==> config.mk <==
export PLATFORM = sky130hd
export DESIGN_NAME = three_way_xor_parity_stripe_codec
export DESIGN_NICKNAME = d
export VERILOG_FILES = /design/src/design/xpsc_pkg.sv /design/src/design/xpsc_front.sv /design/src/design/xpsc_queue.sv /design/src/design/xpsc_back.sv /design/src/design/three_way_xor_parity_stripe_codec.sv
export SDC_FILE = /design/constraint.sdc
export NUM_CORES = 1
export LEC_CHECK = 0
export BUFFER_PORTS_ARGS = -buffer_cell sky130_fd_sc_hd__buf_2
export CORE_MARGIN = 2
export CORE_UTILIZATION = 39
export CTS_CLUSTER_DIAMETER = 100
export CTS_CLUSTER_SIZE = 12
export DETAILED_ROUTE_END_ITERATION = 10
export PLACE_DENSITY = 0.56
export SLEW_MARGIN = 40
export SYNTH_ARGS = -nofsm -noshare
export SYNTH_HDL_FRONTEND = slang
export SYNTH_SLANG_ARGS = --single-unit
==> constraint.sdc <==
create_clock -name clock -period 4.65 [get_ports clock]
set_input_delay 0.6975 -clock clock [delete_from_list [all_inputs] [get_ports clock]]
set_output_delay 0.6975 -clock clock [all_outputs]
set_load 0.02 [all_outputs]
==> src/design/xpsc_pkg.sv <==
// Shared types, constants and helpers for the three-device XOR parity stripe codec.
package xpsc_pkg;

   localparam int unsigned BLOCK_SIZE = 1024;

   localparam int BYTE_W = 8;
   localparam int DEV_W  = 2;
   localparam int LEN_W  = 11;
   localparam int IDX_W  = 11;
   localparam int DATA_W = 32;
   localparam int ADDR_W = 3;

   // byte_index saturates at the block size, never past its own range
   localparam int unsigned INDEX_CAP = (BLOCK_SIZE < ((1 << IDX_W) - 1)) ?
                                       BLOCK_SIZE : ((1 << IDX_W) - 1);
   localparam logic [IDX_W-1:0] INDEX_LIMIT = IDX_W'(INDEX_CAP);

   localparam logic [BYTE_W-1:0] BYTE_ONES = 8'hFF;

   localparam logic [DEV_W-1:0] DEV_LAST       = 2'd2;
   localparam logic [DEV_W-1:0] DEV_NONE       = 2'd3;
   localparam logic [DEV_W-1:0] LOST_DEV_RESET = 2'd2;
   localparam logic [DEV_W-1:0] PARITY_RESET   = 2'd2;

   localparam int QUEUE_DEPTH = 4;
   localparam int QPTR_W      = $clog2(QUEUE_DEPTH);
   localparam int QCNT_W      = $clog2(QUEUE_DEPTH + 1);

   typedef enum logic [0:0] {
      CMD_SPLIT = 1'b0,
      CMD_MERGE = 1'b1
   } cmd_type;

   typedef enum logic [0:0] {
      REG_LOST_DEV      = 1'b0,
      REG_MISSING_BYTES = 1'b1
   } reg_index_type;

   typedef enum logic [2:0] {
      ROUTE_SPLIT,
      ROUTE_PASS,
      ROUTE_FIX_SECOND,
      ROUTE_FIX_FIRST,
      ROUTE_NONE
   } route_type;

   typedef struct packed {
      route_type            route;
      logic [BYTE_W-1:0]    byte_first;
      logic [BYTE_W-1:0]    byte_second;
      logic [BYTE_W-1:0]    byte_par;
      logic                 has_first;
      logic                 has_second;
      logic                 has_par;
      logic                 below_limit;
      logic [DEV_W-1:0]     dev_par;
   } work_type;

   typedef struct packed {
      logic [BYTE_W-1:0]    out_first;
      logic                 out_first_valid;
      logic [BYTE_W-1:0]    out_second;
      logic                 out_second_valid;
      logic [BYTE_W-1:0]    out_par;
      logic                 out_par_valid;
      logic [DEV_W-1:0]     dev_first;
      logic [DEV_W-1:0]     dev_second;
      logic [DEV_W-1:0]     dev_par;
   } result_type;

   // (d + 1) % 3 for d in 0..2
   function automatic logic [DEV_W-1:0] next_dev(input logic [DEV_W-1:0] d);
      logic [DEV_W-1:0] r;
      r = (d >= DEV_LAST) ? '0 : d + 2'd1;
      return r;
   endfunction

   // (d + 2) % 3 for d in 0..2
   function automatic logic [DEV_W-1:0] prev_dev(input logic [DEV_W-1:0] d);
      logic [DEV_W-1:0] r;
      r = (d == '0) ? DEV_LAST : d - 2'd1;
      return r;
   endfunction

endpackage

==> src/design/xpsc_front.sv <==
// Front end: stripe position tracking and routing classification of each accepted item.
module xpsc_front (
   input  logic                          clock,
   input  logic                          reset,
   input  logic                          accept,
   input  logic                          req_cmd,
   input  logic [xpsc_pkg::BYTE_W-1:0]   req_byte_first,
   input  logic [xpsc_pkg::BYTE_W-1:0]   req_byte_second,
   input  logic [xpsc_pkg::BYTE_W-1:0]   req_byte_par,
   input  logic                          req_has_first,
   input  logic                          req_has_second,
   input  logic                          req_has_par,
   input  logic [xpsc_pkg::LEN_W-1:0]    req_first_len,
   input  logic                          req_final_stripe,
   input  logic                          req_stripe_end,
   input  logic [xpsc_pkg::DEV_W-1:0]    lost_dev,
   input  logic [xpsc_pkg::LEN_W-1:0]    missing_bytes,
   output xpsc_pkg::work_type            work
);
   import xpsc_pkg::*;

   logic [DEV_W-1:0] par_loc_ff, par_loc_in;
   logic [IDX_W-1:0] byte_index_ff, byte_index_in;
   logic [LEN_W:0]   len_diff;
   logic [LEN_W-1:0] limit;
   route_type        route;

   always_comb begin
      len_diff = {1'b0, req_first_len} - {1'b0, missing_bytes};
      if (req_final_stripe) begin
         limit = len_diff[LEN_W] ? '0 : len_diff[LEN_W-1:0];
      end else begin
         limit = req_first_len;
      end
   end

   always_comb begin
      if (cmd_type'(req_cmd) == CMD_SPLIT) begin
         route = ROUTE_SPLIT;
      end else if (lost_dev == DEV_NONE) begin
         route = ROUTE_NONE;
      end else if (lost_dev == par_loc_ff) begin
         route = ROUTE_PASS;
      end else if (next_dev(lost_dev) == par_loc_ff) begin
         route = ROUTE_FIX_SECOND;
      end else begin
         route = ROUTE_FIX_FIRST;
      end
   end

   always_comb begin
      work.route       = route;
      work.byte_first  = req_byte_first;
      work.byte_second = req_byte_second;
      work.byte_par    = req_byte_par;
      work.has_first   = req_has_first;
      work.has_second  = req_has_second;
      work.has_par     = req_has_par;
      work.below_limit = (byte_index_ff < limit);
      work.dev_par     = par_loc_ff;
   end

   always_comb begin
      par_loc_in    = par_loc_ff;
      byte_index_in = byte_index_ff;
      if (accept) begin
         if (req_stripe_end) begin
            byte_index_in = '0;
            par_loc_in    = next_dev(par_loc_ff);
         end else if (byte_index_ff < INDEX_LIMIT) begin
            byte_index_in = byte_index_ff + 1'b1;
         end
      end
   end

   always_ff @(posedge clock) begin
      if (reset) begin
         par_loc_ff    <= PARITY_RESET;
         byte_index_ff <= '0;
      end else begin
         par_loc_ff    <= par_loc_in;
         byte_index_ff <= byte_index_in;
      end
   end

endmodule

==> src/design/xpsc_queue.sv <==
// Short work queue between the classifying front end and the byte back end.
module xpsc_queue (
   input  logic                 clock,
   input  logic                 reset,
   input  logic                 wr_en,
   input  xpsc_pkg::work_type   wr_data,
   output logic                 full,
   input  logic                 rd_en,
   output xpsc_pkg::work_type   rd_data,
   output logic                 rd_valid
);
   import xpsc_pkg::*;

   work_type            slot_ff [QUEUE_DEPTH];
   logic [QPTR_W-1:0]   wr_ptr_ff, wr_ptr_in;
   logic [QPTR_W-1:0]   rd_ptr_ff, rd_ptr_in;
   logic [QCNT_W-1:0]   count_ff, count_in;
   logic                do_wr, do_rd;

   assign full     = (count_ff == QCNT_W'(QUEUE_DEPTH));
   assign rd_valid = (count_ff != '0);
   assign rd_data  = slot_ff[rd_ptr_ff];
   assign do_wr    = wr_en && !full;
   assign do_rd    = rd_en && rd_valid;

   always_comb begin
      wr_ptr_in = do_wr ? wr_ptr_ff + 1'b1 : wr_ptr_ff;
      rd_ptr_in = do_rd ? rd_ptr_ff + 1'b1 : rd_ptr_ff;
      count_in  = count_ff;
      if (do_wr && !do_rd) begin
         count_in = count_ff + 1'b1;
      end else if (do_rd && !do_wr) begin
         count_in = count_ff - 1'b1;
      end
   end

   always_ff @(posedge clock) begin
      if (reset) begin
         wr_ptr_ff <= '0;
         rd_ptr_ff <= '0;
         count_ff  <= '0;
      end else begin
         wr_ptr_ff <= wr_ptr_in;
         rd_ptr_ff <= rd_ptr_in;
         count_ff  <= count_in;
      end
   end

   always_ff @(posedge clock) begin
      if (do_wr) begin
         slot_ff[wr_ptr_ff] <= wr_data;
      end
   end

endmodule

==> src/design/xpsc_back.sv <==
// Back end: parity and rebuild XOR per routing class, with the result output register.
module xpsc_back (
   input  logic                 clock,
   input  logic                 reset,
   input  logic                 work_valid,
   input  xpsc_pkg::work_type   work,
   output logic                 work_take,
   input  logic                 pop,
   output logic                 empty,
   output xpsc_pkg::result_type result
);
   import xpsc_pkg::*;

   result_type res_ff, res_in;
   logic       full_ff, full_in;

   always_comb begin
      res_in                  = '0;
      res_in.dev_par          = work.dev_par;
      res_in.dev_first        = next_dev(work.dev_par);
      res_in.dev_second       = prev_dev(work.dev_par);
      case (work.route)
         ROUTE_SPLIT: begin
            if (work.has_first) begin
               res_in.out_first       = work.byte_first;
               res_in.out_first_valid = 1'b1;
               res_in.out_par_valid   = 1'b1;
               if (work.has_second) begin
                  res_in.out_second       = work.byte_second;
                  res_in.out_second_valid = 1'b1;
                  res_in.out_par          = work.byte_first ^ work.byte_second;
               end else begin
                  res_in.out_par = ~work.byte_first;
               end
            end
         end
         ROUTE_PASS: begin
            if (work.has_first) begin
               res_in.out_first       = work.byte_first;
               res_in.out_first_valid = 1'b1;
            end
            if (work.has_second) begin
               res_in.out_second       = work.byte_second;
               res_in.out_second_valid = 1'b1;
            end
         end
         ROUTE_FIX_SECOND: begin
            if (work.has_first) begin
               res_in.out_first       = work.byte_first;
               res_in.out_first_valid = 1'b1;
            end
            if (work.below_limit) begin
               res_in.out_second       = work.byte_first ^ work.byte_par;
               res_in.out_second_valid = 1'b1;
            end
         end
         ROUTE_FIX_FIRST: begin
            if (work.has_second) begin
               res_in.out_first        = work.byte_second ^ work.byte_par;
               res_in.out_first_valid  = 1'b1;
               res_in.out_second       = work.byte_second;
               res_in.out_second_valid = 1'b1;
            end else if (work.has_par) begin
               // short second part: parity was stored as the inverted first byte
               res_in.out_first       = work.byte_par ^ BYTE_ONES;
               res_in.out_first_valid = 1'b1;
            end
         end
         default: begin
         end
      endcase
   end

   assign work_take = work_valid && (!full_ff || pop);

   always_comb begin
      full_in = full_ff;
      if (work_take) begin
         full_in = 1'b1;
      end else if (pop) begin
         full_in = 1'b0;
      end
   end

   always_ff @(posedge clock) begin
      if (reset) begin
         full_ff <= 1'b0;
      end else begin
         full_ff <= full_in;
      end
   end

   always_ff @(posedge clock) begin
      if (work_take) begin
         res_ff <= res_in;
      end
   end

   assign empty  = !full_ff;
   assign result = res_ff;

endmodule

==> src/design/three_way_xor_parity_stripe_codec.sv <==
// Three-device XOR parity stripe codec: one byte position per item, split or merge,
// with rotating parity. An item is classified as it is accepted, waits in a four-entry
// queue and is then registered by the back end; one item is accepted per cycle as
// long as results are popped, the rate being set by the classify and XOR stages.
// full rises when all four queue entries are occupied, which happens only while the
// output register is occupied as well. Configuration (failed device index at byte
// address 0, missing secondary byte count at 4) is to be written by the user only while
// no items are in flight; the block itself does not enforce this.
module three_way_xor_parity_stripe_codec (
   input  logic                          clock,
   input  logic                          reset,
   // request channel
   input  logic                          push,
   output logic                          full,
   input  logic                          req_cmd,
   input  logic [xpsc_pkg::BYTE_W-1:0]   req_byte_first,
   input  logic [xpsc_pkg::BYTE_W-1:0]   req_byte_second,
   input  logic [xpsc_pkg::BYTE_W-1:0]   req_byte_par,
   input  logic                          req_has_first,
   input  logic                          req_has_second,
   input  logic                          req_has_par,
   input  logic [xpsc_pkg::LEN_W-1:0]    req_first_len,
   input  logic                          req_final_stripe,
   input  logic                          req_stripe_end,
   // response channel
   output logic                          empty,
   input  logic                          pop,
   output logic [xpsc_pkg::BYTE_W-1:0]   rsp_out_first,
   output logic                          rsp_out_first_valid,
   output logic [xpsc_pkg::BYTE_W-1:0]   rsp_out_second,
   output logic                          rsp_out_second_valid,
   output logic [xpsc_pkg::BYTE_W-1:0]   rsp_out_par,
   output logic                          rsp_out_par_valid,
   output logic [xpsc_pkg::DEV_W-1:0]    rsp_dev_first,
   output logic [xpsc_pkg::DEV_W-1:0]    rsp_dev_second,
   output logic [xpsc_pkg::DEV_W-1:0]    rsp_dev_par,
   // register port
   input  logic                          psel,
   input  logic                          penable,
   input  logic                          pwrite,
   input  logic [xpsc_pkg::ADDR_W-1:0]   paddr,
   input  logic [xpsc_pkg::DATA_W-1:0]   pwdata,
   output logic [xpsc_pkg::DATA_W-1:0]   prdata,
   output logic                          pready
);
   import xpsc_pkg::*;

   logic [DEV_W-1:0] lost_dev_ff, lost_dev_in;
   logic [LEN_W-1:0] missing_bytes_ff, missing_bytes_in;
   logic             csr_write;
   reg_index_type    csr_index;

   logic             accept;
   work_type         front_work;
   work_type         queue_work;
   logic             queue_valid;
   logic             queue_take;
   result_type       result;

   assign pready    = 1'b1;
   assign csr_index = reg_index_type'(paddr[ADDR_W-1]);
   assign csr_write = psel && penable && pwrite && pready;

   always_comb begin
      lost_dev_in      = lost_dev_ff;
      missing_bytes_in = missing_bytes_ff;
      if (csr_write) begin
         case (csr_index)
            REG_LOST_DEV:      lost_dev_in      = pwdata[DEV_W-1:0];
            REG_MISSING_BYTES: missing_bytes_in = pwdata[LEN_W-1:0];
            default: begin
            end
         endcase
      end
   end

   always_comb begin
      case (csr_index)
         REG_LOST_DEV:      prdata = {{(DATA_W-DEV_W){1'b0}}, lost_dev_ff};
         REG_MISSING_BYTES: prdata = {{(DATA_W-LEN_W){1'b0}}, missing_bytes_ff};
         default:           prdata = '0;
      endcase
   end

   always_ff @(posedge clock) begin
      if (reset) begin
         lost_dev_ff      <= LOST_DEV_RESET;
         missing_bytes_ff <= '0;
      end else begin
         lost_dev_ff      <= lost_dev_in;
         missing_bytes_ff <= missing_bytes_in;
      end
   end

   assign accept = push && !full;

   xpsc_front u_front (
      .clock            (clock),
      .reset            (reset),
      .accept           (accept),
      .req_cmd          (req_cmd),
      .req_byte_first   (req_byte_first),
      .req_byte_second  (req_byte_second),
      .req_byte_par     (req_byte_par),
      .req_has_first    (req_has_first),
      .req_has_second   (req_has_second),
      .req_has_par      (req_has_par),
      .req_first_len    (req_first_len),
      .req_final_stripe (req_final_stripe),
      .req_stripe_end   (req_stripe_end),
      .lost_dev         (lost_dev_ff),
      .missing_bytes    (missing_bytes_ff),
      .work             (front_work)
   );

   xpsc_queue u_queue (
      .clock    (clock),
      .reset    (reset),
      .wr_en    (accept),
      .wr_data  (front_work),
      .full     (full),
      .rd_en    (queue_take),
      .rd_data  (queue_work),
      .rd_valid (queue_valid)
   );

   xpsc_back u_back (
      .clock      (clock),
      .reset      (reset),
      .work_valid (queue_valid),
      .work       (queue_work),
      .work_take  (queue_take),
      .pop        (pop),
      .empty      (empty),
      .result     (result)
   );

   assign rsp_out_first        = result.out_first;
   assign rsp_out_first_valid  = result.out_first_valid;
   assign rsp_out_second       = result.out_second;
   assign rsp_out_second_valid = result.out_second_valid;
   assign rsp_out_par          = result.out_par;
   assign rsp_out_par_valid    = result.out_par_valid;
   assign rsp_dev_first        = result.dev_first;
   assign rsp_dev_second       = result.dev_second;
   assign rsp_dev_par          = result.dev_par;

endmodule

* Word level (Yosys, flattened, before mapping)
Memories as Yosys holds them, arrays and structs flattened. A register that Yosys moved wholly into a read port is not among the register bits. Index checks and enable logic that the tools add are counted.
Storage, ports and cells: register bits after elaboration 67, memories 1, word-level logic and storage cells 97, bits in writable memories 132
Memory list:
- u_queue.slot_ff | depth 4, bits a word 33, read ports 1, clocked after Yosys merged registers in 1, write ports 1, line xpsc_queue.sv:14 | work_type slot_ff [QUEUE_DEPTH];
Operators by class: bitwise operators 6, equal/unequal tests 7, magnitude comparators 5, $add $sub $neg 10, reduce and logical (&&, ||, !) cells 24, multiplexer cells 27
Operators with widths (count):
- 18-bit one-hot mux with 4 select lines | 1
- 32-bit one-hot mux with 2 select lines | 1
- 9-bit two-way mux | 5
- 11-bit two-way mux | 4
- 27-bit two-way mux | 1
- 8-bit XOR | 3
- 8-bit inverter | 2
- 3-bit two-way mux | 5
- 11-bit by 11-bit subtractor with 12-bit output | 1
- 11-bit by 1-bit adder with 11-bit output (second input constant) | 1
- 11-bit less-than comparator | 1
- 11-bit less-than comparator (second input constant) | 1
- 2-bit by 1-bit adder with 2-bit output (second input constant) | 5
- 2-bit AND reduction | 5
- 1-bit logical AND | 8
- 2-bit two-way mux | 4
- 8-bit two-way mux | 1
- 3-bit by 2-bit == test with 1-bit output (second input constant) | 2
- 2-bit greater-or-equal comparator (second input constant) | 3
- 2-bit nonzero test | 3
- 1-bit two-way mux | 5
- 2-bit == test | 2
- 1-bit logical NOT | 4
- 3-bit by 1-bit adder with 3-bit output (second input constant) | 1
- other kinds (10) | 10

* Depth between registers and ports, before layout
Gate-level depths: netlist (run 1).
word-level depth 8, depth in mapped cells 16, gate-level depth less buffers 16

* Cells and area by module
From an unflattened synthesis (run 1), not the netlist that was laid out.
Unflattened totals: cells, all modules 668, area total of the unflattened synthesis 9502.9 um^2
Modules (own cells, without submodules):
- xpsc_queue | cells each 221, instances 1, area an instance 5268.8 um^2
- xpsc_back | cells each 132, instances 1, area an instance 1727.9 um^2
- xpsc_front | cells each 222, instances 1, area an instance 1652.8 um^2
- three_way_xor_parity_stripe_codec | cells each 93, instances 1, area an instance 853.3 um^2

* Worst setup path before layout (run 1)
No wires, ideal clock.
kind input to register, start point in pop, end point reg u_queue.count_ff[2], path buffers 0, data required time 4.580 ns, data arrival time 3.661 ns, stages 9, path slack 0.919 ns, library setup time 0.070 ns, cell sequence inv_1 -> a21oi_1 -> inv_1 -> ha_1 -> inv_1 -> fa_1 -> xor2_1 -> or3_1 -> a21oi_1
Between the ends: word-level cells in the longest chain between the ends 6
Ends and longest elaborated chain:
- from (decl) | line three_way_xor_parity_stripe_codec.sv:27 | input logic pop,
- 1-bit logical OR (*) | line xpsc_back.sv:74 | assign work_take = work_valid && (!full_ff || pop);
- 1-bit logical AND (*) | line xpsc_back.sv:74
- named net queue_take | line three_way_xor_parity_stripe_codec.sv:57 | logic queue_take;
- 1-bit logical AND (*) | line xpsc_queue.sv:24 | assign do_rd = rd_en && rd_valid;
- 1-bit logical NOT | line xpsc_queue.sv:30 | if (do_wr && !do_rd) begin
- 1-bit logical AND | line xpsc_queue.sv:30
- 3-bit two-way mux / 2-bit nonzero test (equally long branches)
- to (signal assigned) | line xpsc_queue.sv:45 | count_ff <= count_in;
- to (decl) | line xpsc_queue.sv:17 | logic [QCNT_W-1:0] count_ff, count_in;
The timed path passes the listed nets; every way through them passes the cells marked *. A chain may end at the register's enable or synchronous reset.

==> results of run 1 <==
[layout by cell type (no fill, tap or decap), types with 7 or more instances in the layout]
cell type / netlist / final
inv_1: 31 / 31
conb_1: 2 / 22
mux4_2: 32 / 32
buf_2: 5 / 105
nand3_1: 7 / 7
dfxtp_1: 36 / 34
a21oi_1: 40 / 39
edfxtp_1: 165 / 165
xnor2_1: 8 / 8
a21o_1: 7 / 7
a22o_1: 8 / 8
and2_1: 14 / 14
and3_1: 8 / 8
buf_4: 24 / 7
nand4_1: 7 / 7
nand2_1: 40 / 40
nor2_1: 35 / 35
clkbuf_1: 9 / 14
xor2_1: 26 / 26
o21ai_0: 15 / 15
ha_1: 29 / 29
clkbuf_16: 0 / 20
[through the flow]
stage / hold WS, ns / total power, mW / util (%) / worst slack (ns) / instance area (um2)
after global placement: 0.459 / 4.16 / 43.3 / 0.571 / 9870
after floorplan: 0.445 / 3.74 / - / 0.919 / 9160
after global routing: 0.389 / 5.90 / 45.8 / 0.748 / 10400
final: 0.413 / 5.59 / 45.9 / 0.926 / 10400
after detailed placement: 0.462 / 4.20 / 43.3 / 0.539 / 9870
after CTS: 0.391 / 5.67 / 45.8 / 0.969 / 10400
[registers in the layout, summed over array words and instances, names as in the netlist, named ones only]
signal                 flops
u_queue.slot_ff          132
u_queue.wr_ptr_ff          2
u_front.par_loc_ff         2
lost_dev_ff                2
u_front.byte_index_ff     11
u_back.full_ff             1
u_queue.count_ff           3
u_queue.rd_ptr_ff          2
missing_bytes_ff          11
u_back.result             33
[Yosys cell counts (all sizes together) (3+ instances only)]
library cell	number	area share (%)
dfxtp	36	7.9
and2	14	0.96
a21oi	41	2.3
a2bb2oi	4	0.39
o31ai	7	0.73
or3	6	0.41
inv	32	1.3
a32oi	5	0.48
o21ai	18	1.2
nor3b	3	0.25
clkbuf	9	0.37
edfxtp	165	55
nand3	7	0.39
a21o	7	0.58
nor2b	3	0.23
mux2i	5	0.55
buf	32	2.6
nor3	7	0.51
and3	8	0.55
nand2	40	1.7
a22o	8	0.77
ha	29	4.0
nand4	8	0.72
xnor2	8	0.77
xor2	26	2.5
mux4	32	7.9
nand2b	7	0.56
nor2	41	1.9
[path summary, 6_finish.rpt]
kind | startpoint | end | depth (start not counted)
max reg2reg | missing_bytes_ff[0]$_SDFFE_PP0P_ | u_queue.slot_ff[3][2]$_DFFE_PP_ | 15
min reg2reg | missing_bytes_ff[9]$_SDFFE_PP0P_ | missing_bytes_ff[9]$_SDFFE_PP0P_ | 2
max | missing_bytes_ff[0]$_SDFFE_PP0P_ | u_queue.slot_ff[3][2]$_DFFE_PP_ | 15
min | req_byte_par[3] | u_queue.slot_ff[0][9]$_DFFE_PP_ | 1
[worst max-delay path, cell delays in order (launching register included)]
cell and delay [ns]:
dfxtp_1 0.39, ha_1 0.19, inv_1 0.05, fa_1 0.39, a21o_1 0.20, a311oi_1 0.48
o21bai_1 0.10, a21oi_1 0.19, xor2_1 0.18, a2bb2oi_1 0.22, ha_1 0.28, a21o_1 0.16
a21o_1 0.16, a21oi_1 0.16, o21ai_0 0.11, a21oi_1 0.26
[area by class of cell]
type	instances	area (um2)	share of cell area, %
flip-flops and latches	201	5680	54.4
multi-input cells	380	3090	29.6
repair buffers	112	578	5.53
clock buffers	34	553	5.30
well taps	313	392	3.75
inverters	33	125	1.20
clock inverters	2	21.3	0.204
diodes	1	2.50	0.0240
[power groups by stage]
| stage | clock [mW] | combinational (mW) | sequential [mW] |
|---|---|---|---|
| after floorplan | 0 | 1.08 | 2.66 |
| after global placement | 0 | 1.65 | 2.51 |
| after detailed placement | 0 | 1.68 | 2.52 |
| after CTS | 1.51 | 1.68 | 2.49 |
| after global routing | 1.57 | 1.81 | 2.51 |
| final | 1.46 | 1.66 | 2.47 |
[per-layer routing]
metal,wire (um),share of wire (%),vias to the layer above
met2,9050,49,175
met4,392,2.1,2
met5,11,0.059,-
met1,7700,42,2619
met3,1340,7.2,35
li1,-,-,2571
[kinds of logic after synthesis]
kind of cell             count (synthesis)  share of synthesized area (%)
flip-flops                             201                           62.5
AND/OR/NAND/NOR                        148                           8.50
AO/OA/AOI/OAI                          106                           8.09
buffers and inverters                   74                           4.38
multiplexers                            39                           8.74
XOR/XNOR                                34                           3.28
adder cells (fa/ha/maj)                 31                           4.44
other                                    2                         0.0827
==> reports/qor.yml, run 1 <==
hp-class: "in2reg"
postCtsSetupBuffers: 0
place_inst: 1039
drv_cap: 0
die_w_um: 157
fp.dieH_um: 157
p_switching_mw: 1.80
grt_pass1_wl_mm: 28.6
hold_buffers: 0
gr-usage-met3_pct: 3.63
grt_pass1_vias: 5490
synth-main-ff-cell: "edfxtp_1"
wl_mm: 18.5
viasPerCell: 5.02
gr-max-usage-layer: "met2"
instances_no_fill: 1076
rows: 55
worst_ir_drop_vdd_mv: 0.247
clkSinkCount: 201
path_class: "reg2reg"
synth_seq_area_share_pct: 62.5
nNetsFinal: 862
met1_usage_pct: 18.8
drv_slew: 0
setup.worst_path.end_class: "flop"
initial_core_util_pct: 39.9
groute.usage.overall_pct: 15.1
grt_max_degree: 37
ios: 151
drive_gt1_share_pct: 25.1
insertion_delay_ns: 0.50
gp_congestion: 0.845
syn_avg_cell_area_um2: 14.3
cp_max_fo: 4
portBuffers: 105
clkTransAtPathRegs_ns: 0.06
floorplan.die_area_mm2: 0.0245
switching_share_pct: 32.2
h-tree-depth: 1
maxSlewHeadroom_pct: 61.6
clk_path_buf_depth: 3
area.growth.synth_to_final_pct: 15.0
outcome: "completed"
vias: 5402
synth_edf_count: 165
ant_nets: 0
worst_pin_slew_ns: 0.576
rsz0062_at_grt: "false"
drc: 0
grt_overflow_total: 0
cts_buffers: 20
pwr-share-comb_pct: 29.6
use_met2_pct: 26.1
yosysUniqueCellTypes: 63
leakage_nw: 3.85
dp_hpwl_mm: 12.4
cts_resized: 0
drt-initial-drc-count: 292
synth-async-reset-ratio_pct: 0
yosys_warnings: 0
ys_ff_latch: 201
crit_arrival_ns: 4.01
post-route-period-util_pct: 80.1
crit_path_start_kind: "flop"
min_period_ns: 3.72
intPower_mw: 3.79
clockRootBuffer: "clkbuf_16"
power.density_mw_per_mm2: 535
first_pass_iters: 4
setup_viol: 0
clkPwrFrac_pct: 26.1
fmax_mhz: 269
cts_tree: "yes"
p_seq_share_pct: 44.3
core_mm2: 0.0228
fillCellCount: 2049
antenna_found_initial: 2
routedWlPerCell_um: 17.2
syn_area_mm2: 0.00908
crit_required_ns: 4.93
finClkSkew_ns: 0.0179
syn_inst: 635
timing_hold_violations_final: 0
tns_ns: 0
rrSetupSlack_ns: 0.93
No activity file was read; power rests on OpenSTA's default activity.
==> run 2, diff against run 1 <==
--- a/config.mk
+++ b/config.mk
@@ -11,7 +11,7 @@
 export CTS_CLUSTER_DIAMETER = 100
 export CTS_CLUSTER_SIZE = 12
 export DETAILED_ROUTE_END_ITERATION = 10
-export PLACE_DENSITY = 0.56
+export PLACE_DENSITY = 0.58
 export SLEW_MARGIN = 40
 export SYNTH_ARGS = -nofsm -noshare
 export SYNTH_HDL_FRONTEND = slang
==> constraint.sdc (replaced) <==
create_clock -name clock -period 3.1 [get_ports clock]
set_input_delay 0.465 -clock clock [delete_from_list [all_inputs] [get_ports clock]]
set_output_delay 0.465 -clock clock [all_outputs]
set_load 0.02 [all_outputs]
==> run 2 against run 1 <==
Compared with the run above:
- sequential cell count unchanged
- sequential power up 49%
- clock skew down 0.0035 ns
- final cell count up 1.9%
- critical endpoint is now u_queue.slot_ff[2][2]$_DFFE_PP_
- largest cell class unchanged
==> reports/qor.yml, run 2 (same netlist as run 1, synthesis figures left out) <==
wl_mm: 18.9  # +1.9%
core_mm2: 0.0228  # unchanged
clockRootBuffer: "clkbuf_16"
cp_max_fo: 4  # unchanged
fmax_mhz: 324  # +21%
slowest_delay_ns: 0.36  # -0.12 ns
cts_buffers: 20  # unchanged
post-route-period-util_pct: 99.4  # +19 points
setup_viol: 0  # unchanged
h-tree-depth: 1  # unchanged
finClkSkew_ns: 0.0144  # -0.00348 ns
vias: 5518  # +2.1%
grt_max_degree: 36  # -2.7%
fp.dieH_um: 157  # unchanged
grt_overflow_total: 0  # unchanged
clkPwrFrac_pct: 25.9  # -0.2 points
clk_path_buf_depth: 3  # unchanged
maxSlewHeadroom_pct: 60.8  # -0.81 points
antenna_cells: 0  # -1
largest_reg_flops: 132  # unchanged
worst_ir_drop_vdd_mv: 0.407  # +65%
crit_required_ns: 3.40  # -1.53 ns
worst_pin_slew_ns: 0.586  # +0.00993 ns
first_pass_iters: 6  # +2
path_class: "reg2reg"
ant_nets: 0  # unchanged
pwr-share-comb_pct: 30.6  # +1.0 points
cpMostUsedCell: "a21o_1"
initial_core_util_pct: 39.9  # unchanged
setup.worst_path.end_class: "flop"
cp_cell_sequence: "ha_4 > inv_2 > fa_2 > a21o_1 > a311oi_2 > o21bai_1 > a21oi_1 > xor2_1 > a2bb2oi_2 > ha_1 > a21o_1 > a21o_1 > a21oi_1 > o21ai_1 > a21oi_2"
portBuffers: 105  # unchanged
outcome: "completed"
crit_path_start_kind: "flop"
drive_gt1_share_pct: 28.2  # +3.2 points
dp_hpwl_mm: 12.8  # +2.6%
intPower_mw: 5.78  # +52%
leakage_nw: 3.96  # +3.0%
power_mw: 8.49  # +52%
hp-class: "in2reg"
insertion_delay_ns: 0.48  # -0.02 ns
p_switching_mw: 2.71  # +50%
ios: 151  # unchanged
top_register: "u_queue.slot_ff"
clkSinkCount: 201  # unchanged
final_util_pct: 46.9  # +1.0 points
die_w_um: 157  # unchanged
drv_cap: 0  # unchanged
timing_hold_violations_final: 0  # unchanged
min_period_ns: 3.08  # -0.642 ns
groute.usage.overall_pct: 15.3  # +0.17 points
antenna_found_initial: 1  # -1
grt_pass1_wl_mm: 29.0  # +1.4%
rows: 55  # unchanged
nNetsFinal: 883  # +2.4%
gp_congestion: 0.786  # -6.9%
rsz0062_at_grt: "true"
drv_slew: 0  # unchanged
area.growth.synth_to_final_pct: 17.6
cp_slowest_cell: "dfxtp_4"
setup_ws_ns: 0.0179  # -0.908 ns
routedWlPerCell_um: 17.2  # about the same
pre_cts_slack_ns: -0.406  # -0.945 ns
drt-initial-drc-count: 259  # -11%
clkTransAtPathRegs_ns: 0.06  # about the same
drc: 0  # unchanged
p_seq_share_pct: 43.5  # -0.8 points
crit_arrival_ns: 3.38  # -0.63 ns
layout_common_cells: "edfxtp_1, buf_2, nand2_1, a21oi_1, nor2_1"
switching_share_pct: 31.9  # -0.30 points
floorplan.die_area_mm2: 0.0245  # unchanged
cts_tree: "yes"
power.density_mw_per_mm2: 795  # +48%
grt_pass1_vias: 5599  # +2.0%
final_common_cell: "edfxtp_1"
viasPerCell: 5.03  # +0.28%
run 2: metal layers:
layer  track usage [%]  part of all wire, %  up-vias  wire length (um)
met5                 0                0.037        -                 7
met4              3.71                  1.3        2               250
met3              2.74                  5.2       25               980
met2              27.6                   50      154              9420
met1              18.9                   43     2728              8190
li1                  -                    -     2609                 -
run 2: layout make-up:
type / count / area (um2)
clock buffer: 35 / 578
clock inverter: 1 / 5.00
fill: 2006 / 12100
inverter: 33 / 130
multi-input combinational: 380 / 3140
sequential: 201 / 5680
tap: 313 / 392
timing repair buffer: 133 / 748
run 2: worst paths after layout:
check                                                      start                                to  slack (ns)  cells after the start
worst max-delay path            missing_bytes_ff[0]$_SDFFE_PP0P_   u_queue.slot_ff[2][2]$_DFFE_PP_        0.02                     15
worst min register to register  missing_bytes_ff[9]$_SDFFE_PP0P_  missing_bytes_ff[9]$_SDFFE_PP0P_        0.47                      2
worst max register to register  missing_bytes_ff[0]$_SDFFE_PP0P_   u_queue.slot_ff[2][2]$_DFFE_PP_        0.02                     15
worst min-delay path                             req_byte_par[7]  u_queue.slot_ff[3][13]$_DFFE_PP_        0.20                      1
run 2: timing repair:
item,4_1_cts,5_1_grt
gates cloned,0,0
hold buffers,0,0
pin swaps,10,3
buffers inserted,2,0
gates resized for setup,2,3
setup endpoints to repair,4,4
run 2: worst max-delay path, delay by kind of cell, from the launching register on:
family / cells / cell delay, ns
DFF: 1 / 0.36
buffers and inverters: 1 / 0.03
xor gates and xnor gates: 1 / 0.21
AOI/OAI and AO/OA: 10 / 1.58
adders and majority gates: 3 / 0.71
run 2: through the flow:
step	std cells	hold WS [ns]	setup TNS, ns	area, um2
2_1_floorplan	655	0.445	0	9190
4_1_cts	1096	0.181	-0.327	10700
3_5_place_dp	1058	0.465	-1.62	10100
3_3_place_gp	1058	0.460	-1.16	10100
6_report	1096	0.200	0	10700
5_1_grt	1096	0.181	-0.728	10700
run 2: power by group through the flow:
stage,Combinational [mW],Sequential (mW),Clock [mW]
floorplan,1.63,3.98,0
global placement,2.54,3.73,0
detailed placement,2.61,3.76,0
CTS,2.62,3.70,2.26
global route,2.81,3.74,2.36
finish,2.59,3.69,2.20
==> run 3, diff against run 2 <==
--- a/config.mk
+++ b/config.mk
@@ -15,4 +15,5 @@
 export SLEW_MARGIN = 40
 export SYNTH_ARGS = -nofsm -noshare
 export SYNTH_HDL_FRONTEND = slang
+export SYNTH_HIERARCHICAL = 1
 export SYNTH_SLANG_ARGS = --single-unit
==> run 3 against run 2 <==
Compared with the run above:
- clock skew down 0.0062 ns
- critical path depth unchanged
- sequential power about the same
- core utilization down 1.5 points
- non-clock buffer count up 8
- setup slack better by 0.015 ns
- area after synthesis up 4.6%
- clock power about the same
- die area up 4.5%
- final cell count up 2.4%
- routed wire length down 0.54%
- first-iteration DRC count up 21%
- largest power group unchanged
==> reports/qor.yml, run 3 <==
crit_required_ns: 3.41  # about the same
drive_gt1_share_pct: 28.9  # +0.67 points
power_mw: 8.68  # +2.3%
clkPwrFrac_pct: 25.5  # -0.4 points
p_switching_mw: 2.75  # +1.7%
slowest_delay_ns: 0.41  # +0.05 ns
vias: 5493  # -0.45%
fmax_mhz: 326  # +0.48%
gp_congestion: 0.812  # +3.3%
power.density_mw_per_mm2: 794  # -0.11%
wl_mm: 18.7  # -0.54%
nNetsFinal: 896  # +1.5%
layout_common_cells: "edfxtp_1, buf_2, nor2_1, nand2b_1, buf_4"
synth_top_family_by_area: "multiplexers"
hp-class: "in2reg"
yosys.area_share.xor_xnor_pct: 3.96  # +0.68 points
grt_pass1_vias: 5772  # +3.1%
dp_hpwl_mm: 12.9  # +0.74%
clkSinkCount: 201  # unchanged
worst_ir_drop_vdd_mv: 0.392  # -3.8%
finClkSkew_ns: 0.00819  # -0.00619 ns
drv_slew: 0  # unchanged
crit_arrival_ns: 3.38  # about the same
h-tree-depth: 1  # unchanged
final_common_cell: "edfxtp_1"
grt_pass1_wl_mm: 29.9  # +3.0%
clockRootBuffer: "clkbuf_16"
cts_buffers: 20  # unchanged
yosys.area_share.simple_pct: 9.16  # +0.66 points
pre_cts_slack_ns: -0.344  # +0.0618 ns
fp.dieH_um: 160  # +2.2%
antenna_found_initial: 3  # +2
first_pass_iters: 4  # -2
syn_area_mm2: 0.00950  # +4.6%
drc: 0  # unchanged
insertion_delay_ns: 0.49  # about the same
floorplan.die_area_mm2: 0.0256  # +4.5%
syn_inst: 668  # +5.2%
p_seq_share_pct: 42.8  # -0.7 points
synth_compound_area_share_pct: 6.39  # -1.7 points
outcome: "completed"
ant_nets: 0  # unchanged
cp_slowest_cell: "fa_2"
yosys.cell_count.top_type: "edfxtp_1"
core_mm2: 0.0241  # +5.8%
cp_cell_sequence: "ha_4 > inv_2 > fa_2 > a21oi_4 > nor2_4 > o31ai_4 > a21oi_2 > xnor2_1 > a2bb2oi_1 > ha_1 > a21o_1 > a21o_1 > a21oi_1 > o21ai_1 > a21oi_2"
yosys_warnings: 6  # +6
netlist.area_leader.share_pct: 52.1  # -2.4 points
rows: 57  # +3.6%
area.growth.synth_to_final_pct: 15.1
pwr-share-comb_pct: 31.7  # +1.1 points
leakage_nw: 4.05  # +2.1%
top_register: "u_queue/slot_ff"
setup_ws_ns: 0.0327  # +0.0148 ns
min_period_ns: 3.07  # -0.0148 ns
synth-main-ff-cell: "edfxtp_1"
viasPerCell: 4.90  # -2.8%
yosysTopAreaCell: "edfxtp_1"
path_class: "reg2reg"
drt-initial-drc-count: 313  # +21%
grt_overflow_total: 0  # unchanged
synth_edf_count: 165  # unchanged
die_w_um: 160  # +2.2%
syn_avg_cell_area_um2: 14.2  # -0.53%
largest_reg_flops: 132  # unchanged
worst_pin_slew_ns: 0.602  # +0.0168 ns
groute.usage.overall_pct: 14.6  # -0.65 points
synth-adder-area-share_pct: 4.24  # -0.20 points
rrSetupSlack_ns: 0.03  # about the same
post-route-period-util_pct: 98.9  # -0.48 points
setup_viol: 0  # unchanged
timing_hold_violations_final: 0  # unchanged
maxSlewHeadroom_pct: 59.8  # -0.97 points
clkTransAtPathRegs_ns: 0.06  # about the same
path_delay_family: "compound AO/OA/AOI/OAI gates"
final_util_pct: 45.4  # -1.5 points
yosys-top-cells-area: "edfxtp_1, mux4_2, dfxtp_1"
synth_mux_area_share_pct: 9.64  # +0.90 points
synth-async-reset-ratio_pct: 0  # unchanged
rsz0062_at_grt: "true"
grt_max_degree: 40  # +11%
drv_cap: 0  # unchanged
cp_max_fo: 4  # unchanged
ys_ff_latch: 201  # unchanged
synth_common_cells: "edfxtp_1, buf_4, nor2_1, nand2b_1, dfxtp_1"
switching_share_pct: 31.7  # -0.17 points
cts_tree: "yes"
clk_path_buf_depth: 3  # unchanged
cp.buffers_inverters: 1  # unchanged
hold_buffers: 0  # unchanged
ios: 151  # unchanged
crit_path_start_kind: "flop"
synth_seq_area_share_pct: 59.7  # -2.8 points
portBuffers: 105  # unchanged
routedWlPerCell_um: 16.7  # -2.8%
initial_core_util_pct: 39.4  # -0.45 points
yosysUniqueCellTypes: 61  # -3.2%
setup.worst_path.end_class: "flop"
intPower_mw: 5.93  # +2.6%
## run 3: changes by cell type after synthesis, sizes merged, moves of 4 or more
| cell | before | now |
|---|---|---|
| xnor2 | 8 | 14 |
| nand4 | 8 | 4 |
| mux2i | 5 | 15 |
| nand2 | 40 | 12 |
| o2bb2ai | 0 | 8 |
| o21ai | 18 | 13 |
| clkbuf | 9 | 4 |
| a21oi | 41 | 31 |
| nand2b | 7 | 39 |
| nor3 | 7 | 3 |
| nor3b | 3 | 9 |
| buf | 32 | 65 |
| inv | 32 | 27 |
| a32oi | 5 | 1 |
## run 3: metrics by stage
| step | TNS [ns] | std cells | area [um2] | hold slack (ns) |
|---|---|---|---|---|
| final | 0 | 1122 | 10900 | 0.189 |
| after floorplan | 0 | 688 | 9590 | 0.457 |
| after CTS | 0 | 1117 | 10800 | 0.170 |
| after detailed placement | -1.38 | 1081 | 10200 | 0.483 |
| after global routing | -0.350 | 1120 | 10900 | 0.180 |
| after global placement | -1.15 | 1081 | 10200 | 0.472 |
## run 3: cells by family after synthesis
family          Yosys count
compound gates           89
mux                      50
simple gates            155
xor+xnor                 43
fa+ha+maj                31
other cells               2
flops                   201
buf+inv                  97
## run 3: final cells by class
| class | count | area, um2 |
|---|---|---|
| diodes | 2 | 5.00 |
| repair buffers | 141 | 800 |
| clock inverters | 1 | 5.00 |
| fillers | 2222 | 13200 |
| clock buffers | 35 | 578 |
| multi-input cells | 390 | 3360 |
| flip-flops and latches | 201 | 5680 |
| inverters | 28 | 105 |
| well taps | 324 | 405 |
## run 3: path summary, 6_finish.rpt
kind                                                        from                                to  depth (start not counted)
worst max register to register  missing_bytes_ff[0]$_SDFFE_PP0P_   u_queue/slot_ff[2][2]$_DFFE_PP_                         15
worst max-delay path            missing_bytes_ff[0]$_SDFFE_PP0P_   u_queue/slot_ff[2][2]$_DFFE_PP_                         15
worst min-delay path                          req_byte_second[6]  u_queue/slot_ff[2][20]$_DFFE_PP_                          1
worst min register to register  missing_bytes_ff[5]$_SDFFE_PP0P_  missing_bytes_ff[5]$_SDFFE_PP0P_                          2
## run 3: routing by layer
metal,track usage [%],part of all wire (%)
met1,18.0,42
met2,26.2,52
met3,2.70,4.9
met4,4.14,1.4
met5,0,0
## run 3: power by group through the flow
stage	registers (mW)	clock network [mW]	logic (mW)
after floorplan	4.01	0	1.88
after global placement	3.76	0	2.72
after detailed placement	3.79	0	2.78
after CTS	3.73	2.28	2.79
after global routing	3.77	2.39	3.02
final	3.72	2.21	2.75
## run 3: what timing repair did
| action | in CTS | in global routing |
|---|---|---|
| resized for setup | 7 | 15 |
| pin swaps | 2 | 11 |
| buffers inserted | 0 | 3 |
| endpoints found under the setup margin | 4 | 4 |
## run 3: worst register-to-register path: stages, from the launching register on
cell	delay [ns]
dfxtp_2	0.35
ha_4	0.13
inv_2	0.04
fa_2	0.41
a21oi_4	0.17
nor2_4	0.06
o31ai_4	0.25
a21oi_2	0.10
xnor2_1	0.15
a2bb2oi_1	0.19
ha_1	0.26
a21o_1	0.19
a21o_1	0.18
a21oi_1	0.12
o21ai_1	0.10
a21oi_2	0.20
